===== src/rtl/thfc_pkg.sv =====
// ----------------------------------------------------------------------------
// thfc_pkg
// Shared types and constants for the turn and hazard flasher controller.
// ----------------------------------------------------------------------------
package thfc_pkg;

	localparam int CUR_W     = 12;
	localparam int CNT_W     = 8;
	localparam int CFG_IDX_W = 3;
	localparam int CFG_DAT_W = 12;

	typedef enum logic [1:0] {
		MODE_OFF    = 2'd0,
		MODE_HAZARD = 2'd1,
		MODE_LEFT   = 2'd2,
		MODE_RIGHT  = 2'd3
	} mode_t;

	// lamp health class, also the fault event code
	localparam logic [1:0] FAULT_NONE  = 2'd0;
	localparam logic [1:0] FAULT_OPEN  = 2'd1;
	localparam logic [1:0] FAULT_SHORT = 2'd2;

	localparam logic [1:0] BAT_NORMAL = 2'd0;
	localparam logic [1:0] BAT_OVER   = 2'd1;
	localparam logic [1:0] BAT_UNDER  = 2'd2;

	localparam logic [CFG_IDX_W-1:0] CFG_NORMAL_PERIOD   = 3'd0;
	localparam logic [CFG_IDX_W-1:0] CFG_FAST_PERIOD     = 3'd1;
	localparam logic [CFG_IDX_W-1:0] CFG_OPEN_THRESHOLD  = 3'd2;
	localparam logic [CFG_IDX_W-1:0] CFG_SHORT_THRESHOLD = 3'd3;
	localparam logic [CFG_IDX_W-1:0] CFG_MIN_BLINKS      = 3'd4;

	localparam logic [CNT_W-1:0] RST_NORMAL_PERIOD   = 8'd40;
	localparam logic [CNT_W-1:0] RST_FAST_PERIOD     = 8'd20;
	localparam logic [CUR_W-1:0] RST_OPEN_THRESHOLD  = 12'd620;
	localparam logic [CUR_W-1:0] RST_SHORT_THRESHOLD = 12'd2482;
	localparam logic [CNT_W-1:0] RST_MIN_BLINKS      = 8'd3;

	localparam logic [CNT_W-1:0] BLINK_MAX = 8'd255;

endpackage


===== src/rtl/turn_hazard_flasher_controller.sv =====
// ----------------------------------------------------------------------------
// turn_hazard_flasher_controller
// Turn and hazard lamp flasher: mode machine, blink timer, lamp fault checks.
// ----------------------------------------------------------------------------
// One item is one control tick. The block takes an item in every cycle
// while the output is not stalled. The item is registered, the whole mode,
// timer and fault update runs as combinational logic, and the result lands
// in an output register. Sustained rate is one item per cycle while the
// output does not stall; a stalled output holds the output register and the
// state, and through in_stall the input register. Configuration writes are
// always ready and take effect at once.
module turn_hazard_flasher_controller (
	input  logic                            clk,
	input  logic                            arst_n,
	input  logic                            in_valid,
	output logic                            in_stall,
	input  logic                            left_switch,
	input  logic                            right_switch,
	input  logic                            hazard_switch,
	input  logic [thfc_pkg::CUR_W-1:0]      left_current,
	input  logic [thfc_pkg::CUR_W-1:0]      right_current,
	input  logic [1:0]                      battery_state,
	output logic                            out_valid,
	input  logic                            out_stall,
	output logic                            left_lamp,
	output logic                            right_lamp,
	output logic [1:0]                      left_fault_event,
	output logic [1:0]                      right_fault_event,
	output logic [1:0]                      mode,
	input  logic                            cfg_valid,
	output logic                            cfg_ready,
	input  logic [thfc_pkg::CFG_IDX_W-1:0]  cfg_index,
	input  logic [thfc_pkg::CFG_DAT_W-1:0]  cfg_data
);
	import thfc_pkg::*;

	// configuration
	logic [CNT_W-1:0] normal_period_q, fast_period_q, min_blinks_q;
	logic [CUR_W-1:0] open_th_q, short_th_q;

	// input register
	logic             valid_s1;
	logic             l_s1, r_s1, h_s1;
	logic [CUR_W-1:0] lc_s1, rc_s1;
	logic [1:0]       bat_s1;

	// result register
	logic             out_valid_s2;
	logic             left_lamp_s2, right_lamp_s2;
	logic [1:0]       lev_s2, rev_s2;
	logic [1:0]       mode_s2;

	// controller state
	mode_t            cm_q, rm_q;
	logic [1:0]       lamps_q, fr_q, wr_q;
	logic             htp_q, fb_q;
	logic [CNT_W-1:0] bt_q, bc_q;
	logic [2:0]       sh_q;

	// next state
	mode_t            cm_d, rm_d;
	logic [1:0]       lamps_d, fr_d, wr_d;
	logic             htp_d, fb_d;
	logic [CNT_W-1:0] bt_d, bc_d;
	logic [2:0]       sh_d;
	logic [1:0]       lev_d, rev_d;

	// result fields
	logic             res_left_lamp, res_right_lamp;
	logic [1:0]       res_lev, res_rev, res_mode;

	logic             accept, adv;
	logic [CNT_W-1:0] per, t_inc, t_next;
	logic             t_exp;
	logic [1:0]       lcl, rcl;
	logic             wl, wrr;

	assign adv      = valid_s1 && (!out_valid_s2 || !out_stall);
	assign in_stall = valid_s1 && !adv;
	assign accept   = in_valid && !in_stall;
	assign cfg_ready = 1'b1;

	// blink timer step, used only in the blinking modes
	assign per    = fb_q ? fast_period_q : normal_period_q;
	assign t_inc  = bt_q + 8'd1;
	assign t_exp  = (t_inc >= per);
	assign t_next = t_exp ? '0 : t_inc;

	assign lcl = (lc_s1 < open_th_q) ? FAULT_OPEN :
	             (lc_s1 > short_th_q) ? FAULT_SHORT : FAULT_NONE;
	assign rcl = (rc_s1 < open_th_q) ? FAULT_OPEN :
	             (rc_s1 > short_th_q) ? FAULT_SHORT : FAULT_NONE;

	// next-state logic
	always_comb begin
		cm_d    = cm_q;
		rm_d    = rm_q;
		lamps_d = lamps_q;
		fr_d    = fr_q;
		wr_d    = wr_q;
		htp_d   = htp_q;
		fb_d    = fb_q;
		bt_d    = bt_q;
		bc_d    = bc_q;
		lev_d   = FAULT_NONE;
		rev_d   = FAULT_NONE;

		if (!sh_q[2] && h_s1)
			htp_d = 1'b1;
		sh_d = {h_s1, r_s1, l_s1};

		if (sh_q[0] && !l_s1)
			wr_d[0] = 1'b0;
		if (sh_q[1] && !r_s1)
			wr_d[1] = 1'b0;
		wl  = wr_d[0];
		wrr = wr_d[1];

		unique case (cm_q)
			MODE_OFF: begin
				lamps_d = 2'b00;
				unique case (rm_q)
					MODE_OFF: begin
						if (l_s1 && !wl)
							cm_d = MODE_LEFT;
						else if (r_s1 && !wrr)
							cm_d = MODE_RIGHT;
						else if (htp_d) begin
							htp_d = 1'b0;
							cm_d  = MODE_HAZARD;
						end
					end
					MODE_HAZARD: begin
						if (l_s1)
							cm_d = MODE_LEFT;
						else if (r_s1)
							cm_d = MODE_RIGHT;
						else begin
							cm_d = MODE_HAZARD;
							rm_d = MODE_OFF;
						end
					end
					MODE_LEFT: begin
						if (r_s1)
							cm_d = MODE_RIGHT;
						else if (htp_d) begin
							htp_d = 1'b0;
							cm_d  = MODE_HAZARD;
						end else begin
							cm_d = MODE_LEFT;
							rm_d = MODE_OFF;
						end
					end
					MODE_RIGHT: begin
						if (l_s1)
							cm_d = MODE_LEFT;
						else if (htp_d) begin
							htp_d = 1'b0;
							cm_d  = MODE_HAZARD;
						end else begin
							cm_d = MODE_RIGHT;
							rm_d = MODE_OFF;
						end
					end
					default: ;
				endcase
			end
			MODE_HAZARD: begin
				bt_d = t_next;
				if (t_exp) begin
					lamps_d = lamps_q ^ 2'b11;
					if (lamps_d[0] && bc_q != BLINK_MAX)
						bc_d = bc_q + 8'd1;
				end
				if (rm_q == MODE_OFF) begin
					if (htp_d && bc_d > min_blinks_q) begin
						htp_d = 1'b0;
						bc_d  = '0;
						cm_d  = MODE_OFF;
					end else if ((l_s1 && !wl) || (r_s1 && !wrr)) begin
						bc_d = '0;
						cm_d = MODE_OFF;
						rm_d = MODE_HAZARD;
					end
				end else if (htp_d) begin
					htp_d = 1'b0;
					cm_d  = MODE_OFF;
				end
			end
			MODE_LEFT: begin
				bt_d = t_next;
				if (t_exp) begin
					lamps_d[0] = !lamps_q[0];
					if (lamps_d[0] && bc_q != BLINK_MAX)
						bc_d = bc_q + 8'd1;
				end
				lamps_d[1] = 1'b0;
				if (rm_q == MODE_OFF) begin
					if (!l_s1 && bc_d > min_blinks_q) begin
						bc_d = '0;
						cm_d = MODE_OFF;
					end else if ((r_s1 && !wrr) || htp_d) begin
						bc_d = '0;
						cm_d = MODE_OFF;
						rm_d = MODE_LEFT;
					end
				end else if (!l_s1) begin
					bc_d = '0;
					cm_d = MODE_OFF;
				end
			end
			MODE_RIGHT: begin
				bt_d = t_next;
				if (t_exp) begin
					lamps_d[1] = !lamps_q[1];
					if (lamps_d[1] && bc_q != BLINK_MAX)
						bc_d = bc_q + 8'd1;
				end
				lamps_d[0] = 1'b0;
				if (rm_q == MODE_OFF) begin
					if (!r_s1 && bc_d > min_blinks_q) begin
						bc_d = '0;
						cm_d = MODE_OFF;
					end else if ((l_s1 && !wl) || htp_d) begin
						bc_d = '0;
						cm_d = MODE_OFF;
						rm_d = MODE_RIGHT;
					end
				end else if (!r_s1) begin
					bc_d = '0;
					cm_d = MODE_OFF;
				end
			end
			default: ;
		endcase

		// lamp health and battery are skipped while hazard runs
		if (cm_d != MODE_HAZARD) begin
			// both shorted leaves the period as it is
			if (lcl == FAULT_OPEN || rcl == FAULT_OPEN)
				fb_d = 1'b1;
			else if (lcl == FAULT_NONE || rcl == FAULT_NONE)
				fb_d = 1'b0;

			if (lcl != FAULT_NONE) begin
				if (lcl == FAULT_SHORT) begin
					lamps_d[0] = 1'b0;
					cm_d       = MODE_OFF;
					rm_d       = MODE_OFF;
					wr_d[0]    = 1'b1;
				end
				if (!fr_d[0]) begin
					fr_d[0] = 1'b1;
					lev_d   = lcl;
				end
			end else begin
				fr_d[0] = 1'b0;
			end

			if (rcl != FAULT_NONE) begin
				if (rcl == FAULT_SHORT) begin
					lamps_d[1] = 1'b0;
					cm_d       = MODE_OFF;
					rm_d       = MODE_OFF;
					wr_d[1]    = 1'b1;
				end
				if (!fr_d[1]) begin
					fr_d[1] = 1'b1;
					rev_d   = rcl;
				end
			end else begin
				fr_d[1] = 1'b0;
			end

			// reserved battery code counts as normal
			if (bat_s1 == BAT_OVER) begin
				lamps_d = 2'b00;
			end else if (bat_s1 == BAT_UNDER) begin
				lamps_d = 2'b00;
				cm_d    = MODE_OFF;
				rm_d    = MODE_OFF;
				wr_d    = 2'b11;
			end
		end
	end

	// result fields
	always_comb begin
		res_left_lamp  = lamps_d[0];
		res_right_lamp = lamps_d[1];
		res_lev        = lev_d;
		res_rev        = rev_d;
		res_mode       = cm_d;
	end

	always_ff @(posedge clk or negedge arst_n) begin
		if (!arst_n) begin
			normal_period_q <= RST_NORMAL_PERIOD;
			fast_period_q   <= RST_FAST_PERIOD;
			open_th_q       <= RST_OPEN_THRESHOLD;
			short_th_q      <= RST_SHORT_THRESHOLD;
			min_blinks_q    <= RST_MIN_BLINKS;
		end else if (cfg_valid) begin
			unique case (cfg_index)
				CFG_NORMAL_PERIOD:   normal_period_q <= cfg_data[CNT_W-1:0];
				CFG_FAST_PERIOD:     fast_period_q   <= cfg_data[CNT_W-1:0];
				CFG_OPEN_THRESHOLD:  open_th_q       <= cfg_data[CUR_W-1:0];
				CFG_SHORT_THRESHOLD: short_th_q      <= cfg_data[CUR_W-1:0];
				CFG_MIN_BLINKS:      min_blinks_q    <= cfg_data[CNT_W-1:0];
				default: ;
			endcase
		end
	end

	always_ff @(posedge clk or negedge arst_n) begin
		if (!arst_n) begin
			valid_s1     <= 1'b0;
			out_valid_s2 <= 1'b0;
		end else begin
			valid_s1     <= accept || (valid_s1 && !adv);
			out_valid_s2 <= adv || (out_valid_s2 && out_stall);
		end
	end

	always_ff @(posedge clk) begin
		if (accept) begin
			l_s1   <= left_switch;
			r_s1   <= right_switch;
			h_s1   <= hazard_switch;
			lc_s1  <= left_current;
			rc_s1  <= right_current;
			bat_s1 <= battery_state;
		end
	end

	always_ff @(posedge clk) begin
		if (adv) begin
			left_lamp_s2  <= res_left_lamp;
			right_lamp_s2 <= res_right_lamp;
			lev_s2        <= res_lev;
			rev_s2        <= res_rev;
			mode_s2       <= res_mode;
		end
	end

	always_ff @(posedge clk or negedge arst_n) begin
		if (!arst_n) begin
			cm_q    <= MODE_OFF;
			rm_q    <= MODE_OFF;
			lamps_q <= 2'b00;
			htp_q   <= 1'b0;
			bt_q    <= '0;
			bc_q    <= '0;
			fr_q    <= 2'b00;
			wr_q    <= 2'b00;
			fb_q    <= 1'b0;
			sh_q    <= 3'b000;
		end else if (adv) begin
			cm_q    <= cm_d;
			rm_q    <= rm_d;
			lamps_q <= lamps_d;
			htp_q   <= htp_d;
			bt_q    <= bt_d;
			bc_q    <= bc_d;
			fr_q    <= fr_d;
			wr_q    <= wr_d;
			fb_q    <= fb_d;
			sh_q    <= sh_d;
		end
	end

	assign out_valid         = out_valid_s2;
	assign left_lamp         = left_lamp_s2;
	assign right_lamp        = right_lamp_s2;
	assign left_fault_event  = lev_s2;
	assign right_fault_event = rev_s2;
	assign mode              = mode_s2;

endmodule


===== config.mk =====
export PLATFORM = sky130hd
export DESIGN_NAME = turn_hazard_flasher_controller
export DESIGN_NICKNAME = d
export VERILOG_FILES = /design/src/rtl/thfc_pkg.sv /design/src/rtl/turn_hazard_flasher_controller.sv
export SDC_FILE = /design/constraint.sdc
export NUM_CORES = 1
export LEC_CHECK = 0
export ABC_CLOCK_PERIOD_IN_PS = 5200
export BUFFER_PORTS_ARGS = -buffer_cell sky130_fd_sc_hd__buf_2
export CAP_MARGIN = 5
export CORE_ASPECT_RATIO = 1.4
export CORE_MARGIN = 2
export CORE_UTILIZATION = 45
export DETAILED_ROUTE_END_ITERATION = 10
export GPL_ROUTABILITY_DRIVEN = 0
export HOLD_SLACK_MARGIN = 0.15
export PLACE_DENSITY = 0.66
export SYNTH_ARGS = -nofsm -noshare
export SYNTH_HDL_FRONTEND = slang
export SYNTH_SLANG_ARGS = --single-unit

===== constraint.sdc =====
create_clock -name clk -period 5.2 [get_ports clk]
set_input_delay 1.04 -clock clk [delete_from_list [all_inputs] [get_ports clk]]
set_output_delay 1.04 -clock clk [all_outputs]
set_load 0.02 [all_outputs]

==> impl_metrics.csv <==
group,metric,value,unit
drt,avg_vias_per_cell,5.69,
finish,final_cells,962,
worst_setup_path,crit_chain,"nand3_1 -> nor2_1 -> and3_1 -> xor2_1 -> ha_1 -> a2111o_1 -> a31oi_1 -> o21a_2 -> or3_4 -> mux2_4 -> ha_1 -> nor2b_1 -> o2111ai_1 -> nand3_1 -> a211o_1 -> nor3b_4 -> buf_4 -> a21oi_1 -> o32ai_1",
clocking,cts_max_level,4,
sta,final_hold_violations,0,
clocking,clock_root_buffer,"clkbuf_16",
synth,ys_seq_elements,118,
drt,wl_per_cell,18.2,um
drt,dr_total_vias,5477,
worst_setup_path,critical-path-slowest-cell,"dfrtp_1",
sta,rsz0062_at_grt,"false",
sta,finalSetupTns,0,ns
drt,number_of_remaining_drc_errors,0,
synth,avgSynthCellArea,10.3,um^2
worst_setup_path,crit_type,"flip-flop to flip-flop",
placement,post-place-cells,930,
worst_setup_path,critical_path.endpoint_type,"flip-flop",
die,die_h,153,um
synth,syn_inst,691,
worst_setup_path,critPathTopFamily,"compound AO/OA/AOI/OAI gates",
finish,final_cell_mix,"75 x nand2_1, 72 x ha_1, 64 x dfrtp_1",
sta,clock_skew,0.0175,ns
synth,synthArstFlopShare,68.6,%
flow_run,timing.max_cap.violations,0,
finish,area_delta_synth_final,15.6,%
worst_setup_path,worst_path_largest_cell_delay,0.42,ns
clocking,tritoncts.num_buffers,17,
drt,dr.pass1.iters,4,
die,coreArea,15500,um^2
global_routing,gr_ovfl_total,0,
finish,layout_commonest_cell,"nand2_1",
placement,buffer_ports.inserted,58,
power_and_ir_drop,power.density,484,nW/um^2
worst_hold_path,holdCritPathClass,"flip-flop to flip-flop",
synth,synth_ff_type,"dfrtp_1",
finish,final_net_count,874,
global_routing,antenna_found_initial,0,
die,fp.dieArea,16900,um^2
sta,setup-violations-final,0,
clocking,clk_latency,0.42,ns
synth,synth_edf_count,37,
drt,initialDrtViolationCount,228,
drt,wirelength,17500,um
worst_setup_path,worstPathRequired,5.51,ns
finish,antenna_cells_inserted,0,
finish,final_layout_size_suffix_gt1_share,21.1,%
global_routing,first_pass_grt_wire_length,28900,um
worst_setup_path,critPathArrivalTime,5.06,ns
placement,hpwl,13400,um
finish,multi_input_comb_area,3730,um^2
clocking,worst_setup_hold_path_clk_slew,0.06,ns
finish,layout.area.seq,3160,um^2
clocking,tritoncts_num_sinks,118,
global_routing,grt_use_total,22.3,%
sta,maxClockFrequency,210,MHz
global_routing,grt_pass1_vias,5856,
synth,sequential_fraction_of_the_synthesis_area,44.3,%
worst_setup_path,r2r_setup_slack,0.45,ns
sta,slew_violations,0,
die,standard_cell_rows,54,
worst_setup_path,setup.worst_path.start_class,"flip-flop",
power_and_ir_drop,peakVddDrop,0.239,mV
sta,worst-slew-pin-transition,1.05,ns
sta,slew_headroom,30.0,%
die,count_of_boundary_i_o_pins,60,
global_routing,grt_max_degree,62,
clocking,cts.path.max_buffers,2,
worst_setup_path,worst-path-buf-inv,1,
finish,fillers,1365,
run_status,outcome,"finished, final reports clean",
synth,count_of_yosys_warnings_during_synthesis,0,
die,dieWidth,110,um
synth,post_synth_num_cell_types,64,
clocking,tritoncts,"done",
die,effective_utilization_at_floorplan,45.9,%
drt,drtAntennaViolNets,0,
worst_setup_path,critPathMaxFanout,10,
sta,post_layout_min_period,4.75,ns
sta,final.period_utilization,91.4,%
power_and_ir_drop,total_leakage_power,3.63,nW
synth,post_synth_instance_area,7130,um^2
synth,syn_nets,812,
## cells in the mapped netlist, types with 4 or more instances
cell type  count  area [um^2]
a21oi_1       30          150
nand4_1        9         56.3
a31oi_1        4         25.0
mux2i_1       10          100
dfrtp_1       64         1600
nand2_1       75          282
o21a_1         7         52.6
nor3_1        15         75.1
dfstp_2       17          447
nor2_1        36          135
inv_1         40          150
and4_1         6         52.6
a211o_1        5         43.8
clkbuf_1      13         48.8
and3_1         4         25.0
ha_1          72          901
nor2b_1        8         50.1
a21o_1        10         75.1
a22o_1         4         35.0
o2111ai_1      4         35.0
o21ai_0       49          245
buf_2          4         20.0
edfxtp_1      37         1110
xnor2_1       15          131
xor2_1         6         52.6
mux2_2        36          405
nand2b_1      12         75.1
o211ai_1       8         60.1
nand3_1       26          130
a211oi_1       8         60.1
## state kept, by name (all words and copies together), names as in the netlist, 8 cells and up
signal / count
bc_q: 8
bt_q: 8
fast_period_q: 8
lc_s1: 12
min_blinks_q: 8
normal_period_q: 8
open_th_q: 12
rc_s1: 12
short_th_q: 12
## worst register-to-register path, stage by stage (launching register included)
cell and delay, ns:
dfrtp_1 0.42, nand3_1 0.09, nor2_1 0.23, and3_1 0.21, xor2_1 0.08, ha_1 0.24
a2111o_1 0.40, a31oi_1 0.21, o21a_2 0.27, or3_4 0.19, mux2_4 0.32, ha_1 0.29
nor2b_1 0.13, o2111ai_1 0.26, nand3_1 0.14, a211o_1 0.32, nor3b_4 0.27, buf_4 0.21
a21oi_1 0.07, o32ai_1 0.33
## routing by layer
metal | up-vias | global-route usage [%] | routed length (um)
li1 | 2643 | - | -
met1 | 2630 | 24.4 | 6630
met2 | 157 | 40.5 | 9560
met3 | 47 | 3.92 | 581
met4 | 0 | 10.7 | 705
met5 | - | 0 | 0
## timing repair
item	in CTS	in global routing
resized for setup	0	5
hold buffers	0	0
buffers inserted	0	0
setup endpoints to repair	0	8
## kinds of logic (layout without fill, tap and decap cells)
group,count (synthesis),count (layout),synth area share [%]
simple gates,211,211,14.7
compound gates,156,156,14.3
flops,118,118,44.3
fa+ha+maj,72,72,12.6
buf+inv,63,138,3.65
mux,49,49,7.72
xor+xnor,21,21,2.58
other cells,1,1,0.0526
## final timing paths
kind,cells after the start,start,endpoint
min in group asynchronous,1,arst_n,min_blinks_q[3]
hold / removal,2,sh_q[0],sh_q[0]
setup / recovery,19,bt_q[0],rm_q[1]
hold reg to reg,2,sh_q[0],sh_q[0]
max in group asynchronous,2,arst_n,normal_period_q[0]
setup reg to reg,19,bt_q[0],rm_q[1]
## stage by stage
step	hold WS, ns	worst slack [ns]	utilization [%]	cell area [um^2]	power (mW)
finish	0.485	0.448	53.0	8240	3.98
global route	0.518	0.0867	53.0	8240	4.25
CTS	0.487	0.281	52.9	8220	3.97
detailed placement	0.475	0.263	49.0	7610	2.75
global placement	0.463	0.532	49.0	7610	2.70
floorplan	0.446	0.785	-	7130	2.37
## area by class of cell
class / count / share of cell area, %
Clock buffer: 18 / 5.21
Clock inverter: 14 / 2.14
Timing Repair Buffer: 65 / 4.19
Tap cell: 196 / 2.98
Multi-Input combinational cell: 510 / 45.3
Inverter: 41 / 1.87
Sequential cell: 118 / 38.4
## report_power, final
group	internal (mW)	switching, mW
registers	1.17	0.171
logic	0.600	0.842
clock network	0.757	0.444
Power figures use the tool's default switching activity.
